--- src/rtl/core/kbtr_pkg.sv ---
`timescale 1ns / 1ps
package kbtr_pkg;

	localparam logic [31:0] DELAY_RESET = 32'd1800;
	localparam logic [31:0] RATE_RESET  = 32'd60000;

	localparam int REL_BIT = 7; // 0x80 marks a key release

	localparam logic [6:0] KEY_LSHIFT = 7'h2A;
	localparam logic [6:0] KEY_RSHIFT = 7'h36;
	localparam logic [6:0] KEY_LCTRL  = 7'h1D;
	localparam logic [6:0] KEY_CAPS   = 7'h3A;

	localparam logic [7:0] REG_DELAY = 8'd0;
	localparam logic [7:0] REG_RATE  = 8'd1;

	typedef struct packed {
		logic       code_valid;
		logic [7:0] scancode;
	} tick_t;

	typedef struct packed {
		logic       fire_valid;
		logic [6:0] fire_code;
		logic       shift_on;
		logic       caps_on;
		logic       ctrl_on;
	} fire_t;

	typedef struct packed {
		logic [7:0]  index;
		logic [31:0] value;
	} cfg_t;

	typedef struct packed {
		logic [31:0] delay_ticks;
		logic [31:0] rate_ticks;
	} cfg_regs_t;

endpackage

--- src/rtl/core/kbtr_chan_if.sv ---
`timescale 1ns / 1ps
interface kbtr_chan_if #(
	parameter type T = logic
) ();
	logic valid;
	logic ready;
	T     data;

	modport source (output valid, output data, input ready);
	modport sink (input valid, input data, output ready);
endinterface

--- src/rtl/core/kbtr_mod_unit.sv ---
`timescale 1ns / 1ps
// Restoring remainder unit, one dividend bit per cycle.
module kbtr_mod_unit #(
	parameter int COUNT_BITS = 32
) (
	input  logic                  clk,
	input  logic                  arst_n,
	input  logic                  start,
	input  logic [COUNT_BITS-1:0] dividend,
	input  logic [31:0]           divisor,
	output logic                  busy,
	output logic                  done,
	output logic                  rem_zero
);
	localparam int CW = (COUNT_BITS > 1) ? $clog2(COUNT_BITS) : 1;

	logic                  busy_q;
	logic                  done_q;
	logic [CW-1:0]         cnt_q;
	logic [COUNT_BITS-1:0] dvd_q;
	logic [31:0]           dvs_q;
	logic [31:0]           rem_q;
	logic [32:0]           trial;
	logic [31:0]           rem_nxt;

	always_comb begin
		trial = {rem_q, dvd_q[COUNT_BITS-1]};
		if (trial >= {1'b0, dvs_q}) begin
			rem_nxt = 32'(trial - {1'b0, dvs_q});
		end else begin
			rem_nxt = trial[31:0];
		end
	end

	always_ff @(posedge clk or negedge arst_n) begin
		if (!arst_n) begin
			busy_q <= 1'b0;
			done_q <= 1'b0;
			cnt_q  <= '0;
		end else begin
			done_q <= 1'b0;
			if (start) begin
				busy_q <= 1'b1;
				cnt_q  <= '0;
			end else if (busy_q) begin
				cnt_q <= cnt_q + CW'(1);
				if (cnt_q == CW'(COUNT_BITS - 1)) begin
					busy_q <= 1'b0;
					done_q <= 1'b1;
				end
			end
		end
	end

	always_ff @(posedge clk) begin
		if (start) begin
			dvd_q <= dividend;
			dvs_q <= divisor;
			rem_q <= '0;
		end else if (busy_q) begin
			dvd_q <= {dvd_q[COUNT_BITS-2:0], 1'b0};
			rem_q <= rem_nxt;
		end
	end

	assign busy     = busy_q;
	assign done     = done_q;
	assign rem_zero = (rem_q == '0);

	a_done_after_busy: assert property (@(posedge clk) disable iff (!arst_n)
		done_q |-> $past(busy_q))
		else $error("remainder done without a run");
	a_no_restart: assert property (@(posedge clk) disable iff (!arst_n)
		start |-> !busy_q)
		else $error("remainder unit started while busy");
	a_rem_bound: assert property (@(posedge clk) disable iff (!arst_n)
		busy_q |-> rem_q < dvs_q)
		else $error("partial remainder not below divisor");
endmodule

--- src/rtl/core/kbtr_scan_seq.sv ---
`timescale 1ns / 1ps
module kbtr_scan_seq #(
	parameter int NUM_KEYS   = 128,
	parameter int COUNT_BITS = 32
) (
	input  logic                clk,
	input  logic                arst_n,
	input  logic                in_valid,
	output logic                in_ready,
	input  kbtr_pkg::tick_t     in_data,
	input  kbtr_pkg::cfg_regs_t regs,
	output logic                res_valid,
	input  logic                res_ready,
	output kbtr_pkg::fire_t     res
);
	import kbtr_pkg::*;

	localparam int KW = (NUM_KEYS > 1) ? $clog2(NUM_KEYS) : 1;

	typedef enum logic [2:0] {
		S_IDLE,
		S_READ,
		S_INC,
		S_DIV,
		S_FIN
	} state_t;

	state_t                state_q;
	logic [NUM_KEYS-1:0]   held_q;
	logic [KW-1:0]         k_q;
	logic                  fire_q;
	logic [KW-1:0]         fkey_q;
	logic                  shift_q;
	logic                  caps_q;
	logic                  ctrl_q;
	logic [COUNT_BITS-1:0] cnt_mem [NUM_KEYS];
	logic [COUNT_BITS-1:0] rd_q;

	logic                  in_fire;
	logic [6:0]            key7;
	logic [KW-1:0]         idx;
	logic                  in_range;
	logic                  is_rel;
	logic                  is_shift;
	logic                  is_ctrl;
	logic                  is_caps;
	logic                  new_press;
	logic [COUNT_BITS-1:0] cnt_inc;
	logic                  past_delay;
	logic                  div_start;
	logic                  div_busy;
	logic                  div_done;
	logic                  div_zero;
	logic                  last_key;
	logic                  mem_we;
	logic [KW-1:0]         mem_wa;
	logic [COUNT_BITS-1:0] mem_wd;

	assign in_ready  = (state_q == S_IDLE);
	assign in_fire   = in_valid && in_ready;
	assign key7      = in_data.scancode[6:0];
	assign idx       = key7[KW-1:0];
	assign in_range  = {1'b0, key7} < 8'(NUM_KEYS);
	assign is_rel    = in_data.scancode[REL_BIT];
	assign is_shift  = key7 inside {KEY_LSHIFT, KEY_RSHIFT};
	assign is_ctrl   = (key7 == KEY_LCTRL);
	assign is_caps   = (key7 == KEY_CAPS);
	assign new_press = in_data.code_valid && !is_rel && in_range && !held_q[idx];

	assign cnt_inc    = rd_q + COUNT_BITS'(1);
	assign past_delay = 32'(cnt_inc) > regs.delay_ticks;
	assign div_start  = (state_q == S_INC) && (cnt_inc != COUNT_BITS'(1)) && past_delay
		&& (regs.rate_ticks != '0);
	assign last_key   = (k_q == KW'(NUM_KEYS - 1));

	// one write port: zero on a fresh press, incremented count during the scan
	always_comb begin
		mem_we = 1'b0;
		mem_wa = idx;
		mem_wd = '0;
		if (state_q == S_INC) begin
			mem_we = 1'b1;
			mem_wa = k_q;
			mem_wd = cnt_inc;
		end else if (in_fire && new_press) begin
			mem_we = 1'b1;
		end
	end

	always_ff @(posedge clk) begin
		if (mem_we) begin
			cnt_mem[mem_wa] <= mem_wd;
		end
		rd_q <= cnt_mem[k_q];
	end

	kbtr_mod_unit #(
		.COUNT_BITS(COUNT_BITS)
	) u_mod (
		.clk      (clk),
		.arst_n   (arst_n),
		.start    (div_start),
		.dividend (cnt_inc - regs.delay_ticks[COUNT_BITS-1:0]),
		.divisor  (regs.rate_ticks),
		.busy     (div_busy),
		.done     (div_done),
		.rem_zero (div_zero)
	);

	always_ff @(posedge clk or negedge arst_n) begin
		if (!arst_n) begin
			state_q <= S_IDLE;
			held_q  <= '0;
			k_q     <= '0;
			fire_q  <= 1'b0;
			fkey_q  <= '0;
			shift_q <= 1'b0;
			caps_q  <= 1'b0;
			ctrl_q  <= 1'b0;
		end else begin
			case (state_q)
				S_IDLE: begin
					if (in_fire) begin
						fire_q  <= 1'b0;
						fkey_q  <= '0;
						k_q     <= '0;
						state_q <= S_READ;
						if (in_data.code_valid) begin
							if (is_rel) begin
								if (in_range) begin
									held_q[idx] <= 1'b0;
								end
								if (is_shift) begin
									shift_q <= 1'b0;
								end
								if (is_ctrl) begin
									ctrl_q <= 1'b0;
								end
								state_q <= S_FIN;
							end else begin
								if (new_press) begin
									held_q[idx] <= 1'b1;
								end
								if (is_shift) begin
									shift_q <= 1'b1;
									state_q <= S_FIN;
								end else if (is_ctrl) begin
									ctrl_q  <= 1'b1;
									state_q <= S_FIN;
								end else if (is_caps) begin
									caps_q  <= !caps_q;
									state_q <= S_FIN;
								end
							end
						end
					end
				end
				S_READ: begin
					// rd_q holds this key's count on the next cycle
					if (held_q[k_q]) begin
						state_q <= S_INC;
					end else if (last_key) begin
						state_q <= S_FIN;
					end else begin
						k_q <= k_q + KW'(1);
					end
				end
				S_INC: begin
					if (cnt_inc == COUNT_BITS'(1)) begin
						fire_q <= 1'b1;
						fkey_q <= k_q;
					end
					if (div_start) begin
						state_q <= S_DIV;
					end else if (last_key) begin
						state_q <= S_FIN;
					end else begin
						k_q     <= k_q + KW'(1);
						state_q <= S_READ;
					end
				end
				S_DIV: begin
					if (div_done) begin
						if (div_zero) begin
							fire_q <= 1'b1;
							fkey_q <= k_q;
						end
						if (last_key) begin
							state_q <= S_FIN;
						end else begin
							k_q     <= k_q + KW'(1);
							state_q <= S_READ;
						end
					end
				end
				S_FIN: begin
					if (res_ready) begin
						state_q <= S_IDLE;
					end
				end
				default: begin
					state_q <= S_IDLE;
				end
			endcase
		end
	end

	assign res_valid      = (state_q == S_FIN);
	assign res.fire_valid = fire_q;
	assign res.fire_code  = 7'(fkey_q);
	assign res.shift_on   = shift_q;
	assign res.caps_on    = caps_q;
	assign res.ctrl_on    = ctrl_q;

	a_leave_idle: assert property (@(posedge clk) disable iff (!arst_n)
		in_fire |=> state_q != S_IDLE)
		else $error("accepted tick did not start work");
	a_div_tracked: assert property (@(posedge clk) disable iff (!arst_n)
		state_q == S_DIV |-> div_busy || div_done)
		else $error("waiting on an idle remainder unit");
	a_code_zero: assert property (@(posedge clk) disable iff (!arst_n)
		res_valid && !res.fire_valid |-> res.fire_code == '0)
		else $error("key code reported with no fire");
endmodule

--- src/rtl/core/keyboard_typematic_repeat_core.sv ---
`timescale 1ns / 1ps
// Sequencing: a release or modifier tick goes from the accepting edge straight to the
// result state; a scanning tick walks every key, reading each idle key, reading and
// incrementing each held key, and running the remainder test for a held key past the
// delay, before the result register is loaded.
// Throughput: one tick at a time; the next is taken while the last result waits.
// Reset: async active low; clears held keys, flags, sequencer, delay=1800, rate=60000.
module keyboard_typematic_repeat_core #(
	parameter int NUM_KEYS   = 128,
	parameter int COUNT_BITS = 32
) (
	input logic        clk,
	input logic        arst_n,
	kbtr_chan_if.sink   tick,
	kbtr_chan_if.source result,
	kbtr_chan_if.sink   cfg
);
	import kbtr_pkg::*;

	cfg_regs_t regs_q;
	tick_t     tick_data;
	cfg_t      cfg_data;
	fire_t     res;
	fire_t     out_q;
	logic      out_valid_q;
	logic      res_valid;
	logic      res_ready;
	logic      tick_ready;

	assign tick_data = tick.data;
	assign cfg_data  = cfg.data;
	assign cfg.ready = 1'b1;

	always_ff @(posedge clk or negedge arst_n) begin
		if (!arst_n) begin
			regs_q.delay_ticks <= DELAY_RESET;
			regs_q.rate_ticks  <= RATE_RESET;
		end else if (cfg.valid) begin
			if (cfg_data.index == REG_DELAY) begin
				regs_q.delay_ticks <= cfg_data.value;
			end else if (cfg_data.index == REG_RATE) begin
				regs_q.rate_ticks <= cfg_data.value;
			end
		end
	end

	kbtr_scan_seq #(
		.NUM_KEYS   (NUM_KEYS),
		.COUNT_BITS (COUNT_BITS)
	) u_scan (
		.clk       (clk),
		.arst_n    (arst_n),
		.in_valid  (tick.valid),
		.in_ready  (tick_ready),
		.in_data   (tick_data),
		.regs      (regs_q),
		.res_valid (res_valid),
		.res_ready (res_ready),
		.res       (res)
	);

	assign tick.ready = tick_ready;
	assign res_ready  = !out_valid_q || result.ready;

	always_ff @(posedge clk or negedge arst_n) begin
		if (!arst_n) begin
			out_valid_q <= 1'b0;
		end else if (res_valid && res_ready) begin
			out_valid_q <= 1'b1;
		end else if (result.ready) begin
			out_valid_q <= 1'b0;
		end
	end

	always_ff @(posedge clk) begin
		if (res_valid && res_ready) begin
			out_q <= res;
		end
	end

	assign result.valid = out_valid_q;
	assign result.data  = out_q;
endmodule
--- src/flat_wrapper.sv ---
// flat-port wrapper written by rule: the top's interface ports become plain ports
module keyboard_typematic_repeat_core_flat import kbtr_pkg::*;
#(
	parameter int NUM_KEYS   = 128,
	parameter int COUNT_BITS = 32
)
  (clk, arst_n, tick_valid, tick_data, tick_ready, result_valid, result_data, result_ready, cfg_valid, cfg_data, cfg_ready);
  kbtr_chan_if tick_i ();
  kbtr_chan_if result_i ();
  kbtr_chan_if cfg_i ();
  input logic clk;
  input logic arst_n;
  input wire logic [$bits(tick_i.valid)-1:0] tick_valid;
  input wire logic [$bits(tick_i.data)-1:0] tick_data;
  output wire logic [$bits(tick_i.ready)-1:0] tick_ready;
  output wire logic [$bits(result_i.valid)-1:0] result_valid;
  output wire logic [$bits(result_i.data)-1:0] result_data;
  input wire logic [$bits(result_i.ready)-1:0] result_ready;
  input wire logic [$bits(cfg_i.valid)-1:0] cfg_valid;
  input wire logic [$bits(cfg_i.data)-1:0] cfg_data;
  output wire logic [$bits(cfg_i.ready)-1:0] cfg_ready;
  assign tick_i.valid = tick_valid;
  assign tick_i.data = tick_data;
  assign tick_ready = tick_i.ready;
  assign result_valid = result_i.valid;
  assign result_data = result_i.data;
  assign result_i.ready = result_ready;
  assign cfg_i.valid = cfg_valid;
  assign cfg_i.data = cfg_data;
  assign cfg_ready = cfg_i.ready;
  keyboard_typematic_repeat_core #(.NUM_KEYS(NUM_KEYS), .COUNT_BITS(COUNT_BITS)) u_core (.clk(clk), .arst_n(arst_n), .tick(tick_i), .result(result_i), .cfg(cfg_i));
endmodule
--- config.mk ---
export PLATFORM = sky130hd
export DESIGN_NAME = keyboard_typematic_repeat_core_flat
export DESIGN_NICKNAME = d
export VERILOG_FILES = /design/src/rtl/core/kbtr_pkg.sv /design/src/rtl/core/kbtr_chan_if.sv /design/src/rtl/core/kbtr_mod_unit.sv /design/src/rtl/core/kbtr_scan_seq.sv /design/src/rtl/core/keyboard_typematic_repeat_core.sv /design/src/flat_wrapper.sv
export SDC_FILE = /design/constraint.sdc
export NUM_CORES = 2
export LEC_CHECK = 0
export BUFFER_PORTS_ARGS = -buffer_cell sky130_fd_sc_hd__buf_4
export CAP_MARGIN = 20
export CORE_MARGIN = 3
export CORE_UTILIZATION = 30
export DETAILED_ROUTE_END_ITERATION = 10
export SYNTH_ARGS = -nofsm -noshare
export SYNTH_HDL_FRONTEND = slang
export SYNTH_SLANG_ARGS = --single-unit
--- constraint.sdc ---
create_clock -name clk -period 18.6 [get_ports clk]
set_input_delay 3.72 -clock clk [delete_from_list [all_inputs] [get_ports clk]]
set_output_delay 3.72 -clock clk [all_outputs]
set_load 0.02 [all_outputs]
==> flow_summary_export.csv <==
group,metric,value,unit
run_status,status,"finished clean",
power_and_ir_drop,swShare,0.2437,
placed_design,routabilityCongestion,0.7952,
critical_path,crit_required,19.37,ns
timing,min_period,6.457,ns
layout,multi_input_area,34310,sq um
die,initial_core_util,0.3018,
placed_design,portBuffers,8,
power_and_ir_drop,seqPwrFrac,0.500,
timing,hold_violations,0,
power_and_ir_drop,p_switching,5.028,mW
routing,routed_wirelength,422.3,mm
clock_network,clock_path_buffers,4,
routing,drc,0,
clock_network,numCtsBuffers,390,
yosys,synth_nets,6351,
yosys,synth.most_common_cell,"edfxtp_1",
clock_network,clock-sinks,4148,
critical_path,critPathTopFamily,"buffers and inverters",
global_routing,grt_pass1_vias,73860,
timing,setup_tns,0,ns
critical_path,worst_path_largest_cell_delay,1.02,ns
yosys,syn_area_per_cell,25.06,sq um
routing,routedWlPerCell,30.31,um
timing,slew_viol_final,0,
power_and_ir_drop,intPower,15.60,mW
critical_path,path_class,"reg2reg",
yosys,synth_edf_count,4096,
layout,nFillCells,47650,
yosys,async_flop_share,0.004822,
yosys,yosysSeqAreaShare,0.7821,
critical_path,cp-start-kind,"flop",
yosys,yosysTopAreaCell,"edfxtp_1",
routing,drtPass1Iterations,5,
clock_network,path_clk_slew,0.07,ns
critical_path,cp.arrival,7.23,ns
timing,slew_headroom,0.2625,
yosys,syn_area,158700,sq um
critical_path,crit_buf_inv,4,
die,die-height,733.4,um
timing,setup_viol,0,
power_and_ir_drop,p_per_area,113.2,nW/um^2
yosys,synth_top_area_frac,0.7749,
yosys,ys_types,59,
critical_path,crit_slowest_cell,"dfrtp_4",
clock_network,cts_resized,0,
layout,drive_gt1_frac,0.3429,
yosys,yosysWarnings,0,
layout,register_area,124200,sq um
yosys,synthCells,6334,
clock_network,clock_latency,0.96,ns
die,die_area,537800,sq um
die,core_area,525900,sq um
clock_network,postCtsSetupBuffers,0,
global_routing,grt_antenna_before_repair,34,
global_routing,grt_max_degree,145,
routing,ant_nets,0,
routing,drt_iter0_markers,10300,
yosys,synth.area.top_cells,"edfxtp_1 (77%), mux4_2 (19%), clkbuf_1 (0.44%), nor2_1 (0.42%), dfxtp_1 (0.40%)",
clock_network,ctsHtreeMaxLevel,5,
yosys,synth_flop_cell,"edfxtp_1",
global_routing,grt_use_total,0.1533,
die,chipWidth,733.4,um
yosys,netlist_top_cells_count,"edfxtp_1 (4,096), mux4_2 (1,342), clkbuf_1 (186), nor2_1 (178), buf_2 (95)",
critical_path,end_kind,"flop",
timing,grt_setup_unrepaired,"false",
critical_path,worst-path-max-fanout,101,
die,rows,266,
yosys,ys_ff_latch,4148,
clock_network,root_buffer,"clkbuf_16",
timing,fmax,154.9,MHz
routing,viasPerCell,5.231,
power_and_ir_drop,comb_power_share,0.110,
global_routing,grt_pass1_wl,588.8,mm
power_and_ir_drop,leakage,42.67,nW
timing,worst_pin_slew,1.102,ns
layout,area_growth,14.78,%
placed_design,pre_cts_ws,11.98,ns
clock_network,hold_buffers,0,
layout,final_nets,6656,
timing,setup_slack,12.14,ns
routing,num_vias,72880,
flow_run,cap_violations,0,
power_and_ir_drop,clkPwrFrac,0.391,
timing,fin_crit_sh,0.3472,
power_and_ir_drop,vdd.ir_drop.worst,0.1127,mV
clock_network,cts_tree,"built",
timing,clock-skew-final,0.08401,ns
die,pin_count,11,
critical_path,crit_chain,"buf_4 > buf_4 > buf_4 > buf_12 > mux4_2 > mux4_2 > mux4_2 > mux2_2",
placed_design,place_hpwl,226.2,mm
worst_hold_path,min_path_type,"reg2reg",
global_routing,grt_overflow,0,
[layout make-up]
class	count	area share
repair buffers	260	0.01149
flip-flops and latches	4148	0.6816
inverters	14	0.0002885
clock inverters	229	0.01391
well taps	6968	0.04786
clock buffers	474	0.05633
multi-input cells	1825	0.1884
diodes	14	0.0001923
[power groups by stage]
stage,logic [mW],clock network [mW],registers (mW)
finish,2.26,8.06,10.3
global route,2.36,8.57,10.3
CTS,2.26,8.21,10.3
detailed placement,2.25,0,10.5
global placement,2.22,0,10.5
floorplan,1.62,0,10.3
[logic make-up after synthesis]
logic type | synth area share
adder cells (fa/ha/maj) | 0.0007883
other | 0.00004732
AND/OR/NAND/NOR | 0.009412
XOR/XNOR | 0.001987
buffers and inverters | 0.009444
flip-flops | 0.7821
AO/OA/AOI/OAI | 0.002925
multiplexers | 0.1933
[per-stage QoR]
stage	hold slack [ns]	power (mW)	instances	cell area, sq um	util
after floorplan	0.4599	11.97	6334	158700	-
after global placement	0.4722	12.73	13210	169300	0.3219
after detailed placement	0.5076	12.76	13210	169300	0.3220
after CTS	0.5158	20.77	13920	182100	0.3463
after global routing	0.5522	21.23	13920	182200	0.3464
final	0.5239	20.63	13930	182200	0.3464
[sequential cells by signal, summed over array words and instances, names as in the netlist]
| name | cells |
|---|---|
| u_core.u_scan.cnt_mem | 4096 |
| u_core.u_scan.u_mod.busy | 1 |
| u_core.u_scan.u_mod.done | 1 |
| u_core.result.valid | 1 |
| u_core.regs_q | 2 |
| u_core.u_scan.u_mod.cnt_q | 5 |
| u_core.u_scan.state_q | 3 |
| u_core.u_scan.rd_q | 32 |
| u_core.u_scan.k_q | 7 |
[per-layer routing]
layer | global-route usage | up-vias | wire [um]
met2 | 0.2493 | 3692 | 203400
met1 | 0.2093 | 40340 | 166500
li1 | - | 28240 | -
met4 | 0.04723 | 0 | 13900
met5 | 0 | - | 0
met3 | 0.02869 | 611 | 38390
[cell usage in the layout (no fill, tap or decap), drive strengths merged, types with 5 or more instances in the layout]
cell	n
a21oi	7
a311oi	5
a31oi	7
and2	6
and3	11
and4	6
buf	260
bufinv	51
clkbuf	474
clkinv	149
clkinvlp	17
dfrtp	19
dfxtp	32
diode	14
edfxtp	4096
ha	10
inv	26
mux2	32
mux2i	9
mux4	1342
nand2	39
nand3	24
nand4	15
nor2	178
nor2b	7
nor3	18
nor4	13
o21ai	11
o31ai	5
xnor2	23
xor2	13
[path summary, 6_finish.rpt]
kind	from	end	slack, ns	cells after the start
setup / recovery	u_core.u_scan.k_q[0]$_DFFE_PN0P_	u_core.u_scan.rd_q[6]$_DFF_P_	12.14	8
setup reg to reg	u_core.u_scan.k_q[0]$_DFFE_PN0P_	u_core.u_scan.rd_q[6]$_DFF_P_	12.14	8
max in group asynchronous	arst_n	u_core.regs_q[41]$_DFFE_PN1P_	15.58	1
min in group asynchronous	arst_n	u_core.u_scan.k_q[0]$_DFFE_PN0P_	2.69	1
hold reg to reg	u_core.u_scan.u_mod.done$_DFF_PN0_	u_core.u_scan.state_q[1]$_DFFE_PN0P_	0.52	1
hold / removal	u_core.u_scan.u_mod.done$_DFF_PN0_	u_core.u_scan.state_q[1]$_DFFE_PN0P_	0.52	1
(Power assumes the default switching activity.)
